==> config.mk <==
export PLATFORM = sky130hd
export DESIGN_NAME = stepper_half_step_positioner
export DESIGN_NICKNAME = d
export VERILOG_FILES = /design/src/hdl/stp_pkg.sv /design/src/hdl/stp_step.sv /design/src/hdl/stepper_half_step_positioner.sv
export SDC_FILE = /design/constraint.sdc
export NUM_CORES = 1
export LEC_CHECK = 0
export BUFFER_PORTS_ARGS = -buffer_cell sky130_fd_sc_hd__buf_2
export CORE_ASPECT_RATIO = 1.25
export CORE_MARGIN = 2
export CORE_UTILIZATION = 25
export CTS_BUF_LIST = sky130_fd_sc_hd__clkbuf_8 sky130_fd_sc_hd__clkbuf_16
export DETAILED_ROUTE_END_ITERATION = 8
export GPL_TIMING_DRIVEN = 0
export PLACE_DENSITY = 0.42
export SLEW_MARGIN = 5
export SYNTH_ARGS = -nofsm -noshare
export SYNTH_HDL_FRONTEND = slang
export SYNTH_SLANG_ARGS = --single-unit
==> constraint.sdc <==
create_clock -name i_clk -period 10.3 [get_ports i_clk]
set_input_delay 2.575 -clock i_clk [delete_from_list [all_inputs] [get_ports i_clk]]
set_output_delay 2.575 -clock i_clk [all_outputs]
set_load 0.005 [all_outputs]
==> src/hdl/stp_pkg.sv <==
// shared types, constants and coil pattern lookup for the half-step positioner
// no dependencies; imported by stp_step, stepper_half_step_positioner and the bench
package stp_pkg;

    localparam int unsigned PosW   = 16;
    localparam int unsigned HoldW  = 16;
    localparam int unsigned RepW   = 12;
    localparam int unsigned PhaseW = 3;
    localparam int unsigned CoilW  = 4;

    // reset values of the configuration registers
    localparam logic [HoldW-1:0] HoldReset = 16'd1000;
    localparam logic [RepW-1:0]  RepReset  = 12'd0;

    // item kinds carried on tuser
    localparam logic CmdTick   = 1'b0;
    localparam logic CmdTarget = 1'b1;

    // register addresses, decoded by paddr[2]
    localparam logic RegHold = 1'b0;
    localparam logic RegReps = 1'b1;

    typedef struct packed {
        logic [PosW-1:0]   current_pos;
        logic [PosW-1:0]   goal_pos;
        logic              moving;
        logic              going_up;
        logic [PhaseW-1:0] phase_index;
        logic [HoldW-1:0]  hold_count;
        logic [RepW-1:0]   repeat_count;
        logic              gap_tick;
        logic [CoilW-1:0]  coil_reg;
    } t_stp_state;

    localparam logic [7:0][CoilW-1:0] PatUp = {
        4'd9, 4'd8, 4'd12, 4'd4, 4'd6, 4'd2, 4'd3, 4'd1
    };
    localparam logic [7:0][CoilW-1:0] PatDown = {
        4'd9, 4'd1, 4'd3, 4'd2, 4'd6, 4'd4, 4'd12, 4'd8
    };

    function automatic logic [CoilW-1:0] coil_pattern(input logic up,
                                                      input logic [PhaseW-1:0] ph);
        return up ? PatUp[ph] : PatDown[ph];
    endfunction

endpackage

==> src/hdl/stp_step.sv <==
// next-state logic for one word: target set or one tick of the half-step sequence
// depends on stp_pkg
module stp_step (
    input  stp_pkg::t_stp_state     i_st,
    input  logic                    i_cmd,
    input  logic [15:0]             i_target,
    input  logic [15:0]             i_hold_cfg,
    input  logic [11:0]             i_reps_cfg,
    output stp_pkg::t_stp_state     o_st
);
    import stp_pkg::*;

    logic             unit_start;
    logic             dir_up;
    logic [HoldW-1:0] hold_inc;
    logic [HoldW-1:0] hold_lim;
    logic             phase_done;

    assign unit_start = (i_st.hold_count == '0) && (i_st.phase_index == '0)
                        && (i_st.repeat_count == '0);
    assign dir_up     = unit_start ? ($signed(i_st.current_pos) < $signed(i_st.goal_pos))
                                   : i_st.going_up;
    assign hold_inc   = i_st.hold_count + HoldW'(1);
    assign hold_lim   = (i_hold_cfg == '0) ? HoldW'(1) : i_hold_cfg;
    assign phase_done = hold_inc >= hold_lim;

    always_comb begin
        o_st = i_st;
        if (i_cmd == CmdTarget) begin
            // ignored while a move is running
            if (!i_st.moving) begin
                o_st.goal_pos     = i_target;
                o_st.phase_index  = '0;
                o_st.hold_count   = '0;
                o_st.repeat_count = '0;
                o_st.gap_tick     = 1'b0;
                o_st.moving       = (i_target != i_st.current_pos);
            end
        end else if (!i_st.moving) begin
            o_st.coil_reg = '0;
        end else if (i_st.gap_tick) begin
            o_st.gap_tick = 1'b0;
            o_st.coil_reg = '0;
            if (i_st.current_pos == i_st.goal_pos) begin
                o_st.moving = 1'b0;
            end
        end else begin
            o_st.going_up = dir_up;
            if (unit_start) begin
                o_st.current_pos = dir_up ? i_st.current_pos + PosW'(1)
                                          : i_st.current_pos - PosW'(1);
            end
            o_st.coil_reg   = coil_pattern(dir_up, i_st.phase_index);
            o_st.hold_count = hold_inc;
            if (phase_done) begin
                o_st.hold_count  = '0;
                o_st.phase_index = i_st.phase_index + PhaseW'(1);
                if (i_st.phase_index == '1) begin
                    if (i_st.repeat_count >= i_reps_cfg) begin
                        o_st.repeat_count = '0;
                        o_st.gap_tick     = 1'b1;
                    end else begin
                        o_st.repeat_count = i_st.repeat_count + RepW'(1);
                    end
                end
            end
        end
    end

endmodule

==> src/hdl/stepper_half_step_positioner.sv <==
// path: input register, then the axis state, which doubles as the result register
// one word per cycle unless stalled; the axis state updates in one registered step
// input register and result register are each released when the next side takes them
// reset (i_rst_n low, synchronous): position, goal and counters cleared, coils off,
// phase_hold_ticks back to 1000 and sequence_repeats to 0
module stepper_half_step_positioner (
    input  logic        i_clk,
    input  logic        i_rst_n,
    // input stream
    input  logic        s_axis_tvalid,
    output logic        s_axis_tready,
    input  logic [15:0] s_axis_tdata,   // [15:0] target_position
    input  logic [0:0]  s_axis_tuser,   // [0] command
    // result stream
    output logic        m_axis_tvalid,
    input  logic        m_axis_tready,
    output logic [23:0] m_axis_tdata,   // [3:0] coils, [19:4] position, [20] busy_res
    // configuration port
    input  logic        psel,
    input  logic        penable,
    input  logic        pwrite,
    input  logic [2:0]  paddr,
    input  logic [31:0] pwdata,
    output logic [31:0] prdata,
    output logic        pready
);
    import stp_pkg::*;

    // configuration registers
    logic [HoldW-1:0] r_hold_cfg;
    logic [RepW-1:0]  r_reps_cfg;
    logic             cfg_wr;

    // input register
    logic             r_in_valid;
    logic             r_in_cmd;
    logic [PosW-1:0]  r_in_target;

    // axis state doubles as the result register
    t_stp_state       r_st;
    t_stp_state       n_st;
    logic             r_out_valid;

    logic             advance;
    logic             fire;

    assign pready = 1'b1;
    assign cfg_wr = psel && penable && pwrite && pready;
    assign prdata = (paddr[2] == RegReps) ? {20'd0, r_reps_cfg} : {16'd0, r_hold_cfg};

    always_ff @(posedge i_clk) begin
        if (!i_rst_n) begin
            r_hold_cfg <= HoldReset;
            r_reps_cfg <= RepReset;
        end else if (cfg_wr) begin
            if (paddr[2] == RegHold) begin
                r_hold_cfg <= pwdata[HoldW-1:0];
            end else begin
                r_reps_cfg <= pwdata[RepW-1:0];
            end
        end
    end

    // result slot frees when empty or being taken; the state only steps then,
    // so the visible result always matches the state it came from
    assign advance       = !r_out_valid || m_axis_tready;
    assign fire          = r_in_valid && advance;
    assign s_axis_tready = !r_in_valid || advance;

    always_ff @(posedge i_clk) begin
        if (!i_rst_n) begin
            r_in_valid <= 1'b0;
        end else if (s_axis_tvalid && s_axis_tready) begin
            r_in_valid <= 1'b1;
        end else if (advance) begin
            r_in_valid <= 1'b0;
        end
    end

    always_ff @(posedge i_clk) begin
        if (s_axis_tvalid && s_axis_tready) begin
            r_in_cmd    <= s_axis_tuser[0];
            r_in_target <= s_axis_tdata;
        end
    end

    stp_step u_step (
        .i_st       (r_st),
        .i_cmd      (r_in_cmd),
        .i_target   (r_in_target),
        .i_hold_cfg (r_hold_cfg),
        .i_reps_cfg (r_reps_cfg),
        .o_st       (n_st)
    );

    always_ff @(posedge i_clk) begin
        if (!i_rst_n) begin
            r_st        <= '0;
            r_out_valid <= 1'b0;
        end else begin
            if (fire) begin
                r_st <= n_st;
            end
            if (fire) begin
                r_out_valid <= 1'b1;
            end else if (m_axis_tready) begin
                r_out_valid <= 1'b0;
            end
        end
    end

    assign m_axis_tvalid = r_out_valid;
    assign m_axis_tdata  = {3'd0, r_st.moving, r_st.current_pos, r_st.coil_reg};

`ifndef SYNTHESIS
    // coils are always off once the axis is idle
    a_idle_coils_off: assert property (@(posedge i_clk) disable iff (!i_rst_n)
        !r_st.moving |-> (r_st.coil_reg == '0))
        else $error("coils driven while idle");

    // a pending gap tick only exists inside a move
    a_gap_in_move: assert property (@(posedge i_clk) disable iff (!i_rst_n)
        r_st.gap_tick |-> r_st.moving)
        else $error("gap tick outside a move");

    // position moves by at most one unit per word
    a_pos_step: assert property (@(posedge i_clk) disable iff (!i_rst_n)
        fire |=> (r_st.current_pos == $past(r_st.current_pos))
              || (r_st.current_pos == $past(r_st.current_pos) + 16'd1)
              || (r_st.current_pos == $past(r_st.current_pos) - 16'd1))
        else $error("position jumped by more than one unit");

    // axis state only changes when a word is processed
    a_state_hold: assert property (@(posedge i_clk) disable iff (!i_rst_n)
        !fire |=> $stable(r_st))
        else $error("state changed without a word");
`endif

endmodule

==> key figures, run 1 <==
Worst setup path
  • Worst path required time: 7.73 ns
  • Worst Reg-to-Reg Cells: 15
  • R2R Path Start: m_axis_tdata[16]
  • Crit path max-delay cell type: clkbuf_1
  • CP endpoint kind: output port
  • Worst Setup Path Type: in2out
  • Worst reg-to-reg setup slack: roughly 5.2 ns
  • CP arrival: 3.93 ns
  • Crit path launch type: input port
  • Crit Path Max Fanout: 10
  • Largest stage delay on the critical path: around 0.43 ns
  • Worst path cell trace: buf_2 -> clkbuf_1 -> clkbuf_1 -> o21ai_0 -> buf_2
  • Reg2reg end: m_axis_tdata[18]

STA
  • Least-Margin Pin Slew: around 0.92 ns
  • Unrepaired setup endpoints after global routing: false
  • Peak Freq: about 150 MHz
  • Max-slew violations: 0
  • Tcrit/Tclk final: approximately 63%
  • Setup violations, final: 0
  • Hold Violations, Final: 0
  • Setup TNS: 0 ns
  • Clock Skews: between 0.01 and 0.015 ns
  • Clock period minus worst slack: around 6.5 ns
  • Slew HR: a little under two fifths

Global routing
  • Global-route wire length before repair: ~36000 microns
  • GRT Total Usage: roughly 15%
  • Gr ovfl total: 0
  • Largest net degree at the start of global routing: 18
  • Initial antenna violation count: 0
  • Number of global-route vias before repair: around 6.6k

Placement
  • GPL Wtd Cong: ~0.80
  • Detailed Place HPWL: 17900 microns
  • Placed cell count: 1407
  • PortBufs: between 70 and 80

Final layout
  • Area growth syn-to-layout: 20.0%
  • Fill count: ~3.3k
  • Layout Utilization: a little under a third
  • Nets: about 1.2k
  • Inserted Diodes: 0
  • Share of layout cells above drive strength 1: between 10% and 20%
  • Final Non-Filler Cells: 1439

CTS
  • Hold Buf Count CTS: 0
  • Post-CTS Setup Repair Bufs: 0
  • Clock tree root buffer cell: clkbuf_16
  • Worst-path clk slew: around 0.060 ns
  • Resized Gates After CTS: 0
  • CTS tree: built
  • Total CTS buffers: 17
  • Skew-Pair Late Insertion Delay: around 0.43 ns
  • Clk sink count: between 100 and 150
  • Maximum clock insertion buffer count: 2
  • H-tree depth: 4

Floorplan
  • Initial Util: about a quarter
  • Rows: between 70 and 80
  • Core box area: between 30000 and 40000 sq um
  • Die height: about 200 microns
  • Die Span X: about 160 microns
  • Full die area: approximately 32000 sq um
  • I/O pin cnt: between 100 and 150

Logic synthesis
  • Number of flops mapped to enable cells by yosys: 17
  • Ys async rst share: 0%
  • Yosys cell types: 63
  • Post-synthesis instance area: roughly 7700 sq um
  • Ranking of synthesized cells by area: dfxtp_1 27%, ha_1 11%, nand2_1 6.8%
  • Synthesis Warnings: 0
  • Post-synth top area cell: dfxtp_1
  • Post-synthesis register bit count: approximately 120
  • Syn Area/Cell: between 8 and 9 sq um
  • Mapped Cells: 910
  • Synth Flop Type: dfxtp_1
  • Sequential area share after synthesis: between 30 and 40%
  • Synth top area share: between 20% and 30%

Power
  • Clock share of power: roughly 47%
  • Worst VDD drop: 97.3 uV
  • Switching part of the total: approximately 28%
  • Int Power: around 0.9 mW
  • Power Density: 137 nW/um^2
  • Comb power frac: a little over an eighth
  • Total power: approximately 1.3 mW
  • Static leakage: 3.83 nW
  • Switching Power: between 0.3 and 0.4 mW
  • Sequential share of power: around two fifths

Routing
  • Drt drc: 0
  • Final ANT Viol Nets: 0
  • Routed len/inst: around 16 microns
  • Via density: 4.57
  • Total number of vias: about 6.6k
  • Drt pass-1 iters: 5
  • Final wirelength: approximately 23000 microns
  • Detailed Route Iter0 Violations: around 220

Hold path
  • Hold path endpoint: m_axis_tdata[0]
  • Hold Path Cell Cnt: 2
  • Worst min path class: reg2reg
  • Hold Path Origin: m_axis_tdata[0]

Status
  • Status: finished, final reports clean

Run
  • Max-cap violation count: 0
-- power by group through the flow --
stage	combinational [mW]	clock [mW]	sequential, mW
after floorplan	0.127	0	0.505
final	0.173	0.591	0.498
after CTS	0.176	0.609	0.499
after global routing	0.197	0.630	0.500
after detailed placement	0.176	0	0.509
after global placement	0.175	0	0.509
-- synth_stat cells, drive strengths merged (3+ instances only) --
cell and n:
a21o 7, o2111ai 3, nor3 14, edfxtp 17, or2 3, dfxtp 104, o31ai 5, mux2i 25
xnor2 21, nor2 30, clkbuf 28, a211oi 4, a2111oi 6, nand2 140, nand4 13, o211a 3
ha 67, o21ai 47, and2 10, nand3 19, a21boi 44, o211ai 14, o221a 3, and4 4
o22ai 5, o311a 7, xor2 22, and3 9, a21oi 24, inv 75, o21a 5, buf 46
nor2b 21, nand2b 11, nor4 12, or4 7, a22oi 5, or3 7
-- state kept, by name, indices dropped and copies added (netlist names), named ones only --
signal,cells
r_st,49
m_axis_tdata,21
r_hold_cfg,16
r_in_target,16
r_reps_cfg,12
m_axis_tvalid,1
r_in_cmd,1
r_in_valid,1
-- cell type report --
type	instances	area [sq um]	share of cell area, %
inverters	75	282	3.05
well taps	401	502	5.44
flip-flops and latches	121	2590	28.1
plain buffers	74	445	4.83
repair buffers	78	390	4.23
clock inverters	13	103	1.11
multi-input cells	658	4430	48.1
clock buffers	19	475	5.16
-- worst max-delay path: cells and delay by family --
family	cells	cell delay, ns
buf+inv	4	1.13
compound gates	1	0.22
-- kinds of logic after synthesis --
family / synth area share [%]
compound gates: 17.9
xor+xnor: 4.90
fa+ha+maj: 11.2
buf+inv: 9.46
flops: 33.7
mux: 3.40
other cells: 0.0977
simple gates: 19.4
-- how the worst max path moves through the flow --
stage              from         end  slack [ns]  cells after the start
6_report       paddr[2]   prdata[5]        3.80                      5
4_1_cts        paddr[2]   prdata[5]        3.82                      5
3_5_place_dp   paddr[2]   prdata[5]        3.83                      5
3_3_place_gp   paddr[2]   prdata[5]        3.83                      5
2_1_floorplan  paddr[2]  prdata[10]        4.47                      4
5_1_grt        paddr[2]  prdata[10]        3.66                      6
-- per-layer routing --
metal	GRT usage (%)	vias to the layer above	part of all wire (%)
met5	0	-	0
met4	4.07	0	1.3
met3	2.69	15	3.1
met2	27.3	116	51
met1	17.2	3084	44
li1	-	3362	-
-- placed cells by master, fill, tap and decap left out, drive strengths merged, types with 6 or more instances in the layout --
master	count
a21oi	24
o311a	7
o211ai	14
a2111oi	6
xnor2	21
and2	10
xor2	22
nand3	19
mux2i	25
a21o	7
nor2b	21
dfxtp	104
nor3	14
a21boi	44
or4	7
inv	82
nand2b	11
conb	20
o21ai	47
and3	9
buf	124
edfxtp	17
nand2	140
ha	67
nor4	12
or3	7
clkbuf	47
nor2	30
nand4	13
-- through the flow --
stage	area, sq um	setup slack [ns]	hold WS (ns)
after floorplan	7750	4.47	0.426
after global placement	8640	3.83	0.447
after detailed placement	8640	3.83	0.456
after CTS	9220	3.82	0.466
after global routing	9220	3.66	0.484
final	9220	3.80	0.458
(Power assumes the default switching activity.)
==> run 2, diff against run 1 <==
PLACE_DENSITY = 0.43   (was 0.42)
clock period = 5.3 ns   (was 10.3 ns; I/O delays follow)
==> key figures, run 2 (same netlist as run 1, synthesis figures left out) <==
Worst setup path
  • CP endpoint kind: register
  • CP arrival: 5.26 ns (+1.33 ns)
  • Worst path cell trace: ha_1 -> nand4_2 -> or4_1 -> a21o_1 -> a31oi_1 -> o31ai_4 -> inv_1 -> ha_1 -> a21o_1 -> a21oi_1 -> o21bai_1 -> a21o_1 -> a2111oi_1 -> o2111ai_1 -> o211ai_1
  • Crit path launch type: register
  • Crit path to: m_axis_tdata[18]
  • Reg2reg end: m_axis_tdata[18]
  • Largest stage delay on the critical path: 0.59 ns (+0.16 ns)
  • Worst Reg-to-Reg Cells: 15 (unchanged)
  • Crit path max-delay cell type: or4_1
  • Delay-heaviest family, CP: compound AO/OA/AOI/OAI gates
  • Critical path origin: m_axis_tdata[17]
  • Buf/Inv on CP: 1 (-3)
  • Worst path required time: 5.64 ns (-2.09 ns)
  • Crit Path Max Fanout: 15 (+5)
  • Worst Setup Path Type: reg2reg
  • Cell depth of the worst setup path: 15 (+10)
  • Worst reg-to-reg setup slack: 0.39 ns (-4.83 ns)
  • R2R Path Start: m_axis_tdata[17]
  • Most frequent CP cell: a21o_1

Power
  • Worst VDD drop: 180 uV (+85%)
  • Total power: 2.45 mW (+94%)
  • Static leakage: 3.82 nW (about the same)
  • Power Density: 265 nW/um^2 (+94%)

Routing
  • Final wirelength: 22500 microns (-1.7%)
  • Total number of vias: 6521 (-0.85%)
  • Detailed Route Iter0 Violations: 263 (+19%)
  • Routed len/inst: 15.6 microns (-1.7%)
  • Drt drc: 0 (unchanged)
  • Drt pass-1 iters: 4 (-1)
  • Via density: 4.53 (-0.85%)
  • Final ANT Viol Nets: 0 (unchanged)

STA
  • Clock period minus worst slack: 4.91 ns
  • Setup TNS: 0 ns (unchanged)
  • Slew HR: 39.6% (+1.5 points)
  • Hold Violations, Final: 0 (unchanged)
  • Max-slew violations: 0 (unchanged)
  • Clock Skews: 0.0110 ns (-0.00224 ns)
  • Least-Margin Pin Slew: 0.906 ns (-0.0134 ns)
  • Peak Freq: a little over 200 MHz
  • Tcrit/Tclk final: slightly above 90%
  • Setup violations, final: 0 (unchanged)
  • Unrepaired setup endpoints after global routing: true

Hold path
  • Worst min path class: reg2reg

Floorplan
  • Die height: 200 microns (unchanged)
  • Initial Util: 25.4% (unchanged)
  • Die Span X: 161 microns (unchanged)
  • I/O pin cnt: 118 (unchanged)
  • Full die area: 32200 sq um (unchanged)
  • Core box area: 30200 sq um (unchanged)
  • Rows: 71 (unchanged)

Final layout
  • Final Non-Filler Cells: 1439 (unchanged)
  • Commonest non-fill, non-tap cells in the layout: 140 x nand2_1, 104 x dfxtp_1, 80 x buf_2
  • Inserted Diodes: 0 (unchanged)
  • Area growth syn-to-layout: 20.1% (about the same)
  • Max reg flops: 49 (unchanged)
  • Commonest non-fill, non-tap cell in the layout: nand2_1
  • Most flops, register: r_st
  • Share of layout cells above drive strength 1: 16.4% (+0.096 points)
  • Nets: 1152 (unchanged)

Status
  • Status: finished, final reports clean

CTS
  • Total CTS buffers: 17 (unchanged)
  • Maximum clock insertion buffer count: 2 (unchanged)
  • Clk sink count: 121 (unchanged)
  • Hold Buf Count CTS: 0 (unchanged)
  • CTS tree: built
  • H-tree depth: 4 (unchanged)
  • Worst-path clk slew: 0.06 ns (about the same)
  • Skew-Pair Late Insertion Delay: 0.42 ns (about the same)
  • Clock tree root buffer cell: clkbuf_16

Global routing
  • Largest net degree at the start of global routing: 18 (unchanged)
  • Global-route wire length before repair: 35900 microns (-0.86%)
  • Initial antenna violation count: 0 (unchanged)
  • GRT Total Usage: 14.5% (-0.12 points)
  • Number of global-route vias before repair: 6437 (-1.8%)
  • Gr ovfl total: 0 (unchanged)

Placement
  • GPL Wtd Cong: 0.803 (+0.12%)
  • Placed cell count: 1407 (unchanged)
  • Detailed Place HPWL: 17800 microns (-0.72%)
  • PortBufs: 78 (unchanged)

Run
  • Max-cap violation count: 0 (unchanged)
==> run 2: area by class of cell <==
class                      instances  area (sq um)
buffer                            74           445
clock buffer                      19           475
clock inverter                    13           101
fill                            3296         21000
inverter                          75           282
multi-input combinational        658          4440
sequential                       121          2590
tap                              401           502
timing repair buffer              78           390
==> run 2: through the flow <==
stage	util (%)	hold slack, ns	area [sq um]	worst slack, ns
4_1_cts	30.5	0.465	9220	0.240
5_1_grt	30.6	0.490	9230	-0.0300
6_report	30.6	0.461	9230	0.387
3_3_place_gp	28.6	0.446	8640	0.227
2_1_floorplan	-	0.426	7750	0.970
3_5_place_dp	28.6	0.457	8640	0.282
==> run 2: layer usage <==
layer  part of all wire (%)  up-vias  wire, microns  GRT usage [%]
li1                       -     3356              -              -
met1                     43     3027           9620           16.8
met2                     52      118          11600           27.1
met3                    3.5       20            781           2.50
met4                    2.0        0            447           5.06
met5                      0        -              0              0
==> run 2: repair_timing <==
| item | in CTS | in global routing |
|---|---|---|
| setup buffers | 0 | 0 |
| setup endpoints to repair | 0 | 2 |
| resized for setup | 0 | 2 |
==> run 2: worst min-delay path by stage <==
stage / cells after the start / startpoint / slack, ns / end
floorplan: 2 / m_axis_tdata[0] / 0.43 / m_axis_tdata[0]
global placement: 2 / m_axis_tdata[3] / 0.45 / m_axis_tdata[3]
detailed placement: 2 / r_st[46] / 0.46 / r_st[46]
CTS: 2 / r_st[46] / 0.47 / r_st[46]
global route: 2 / r_st[38] / 0.49 / r_st[38]
finish: 2 / r_st[46] / 0.46 / r_st[46]
==> run 2: where the power goes <==
group | switching [mW] | total, mW | internal (mW)
Sequential | 0.0170 | 0.968 | 0.951
Clock | 0.479 | 1.14 | 0.663
Combinational | 0.193 | 0.336 | 0.143
Total | 0.689 | 2.45 | 1.76
==> run 2: worst min-delay path: stages, from the launching register on <==
cell,delay [ns]
dfxtp_1,0.31
nand2_1,0.04
a21boi_0,0.06
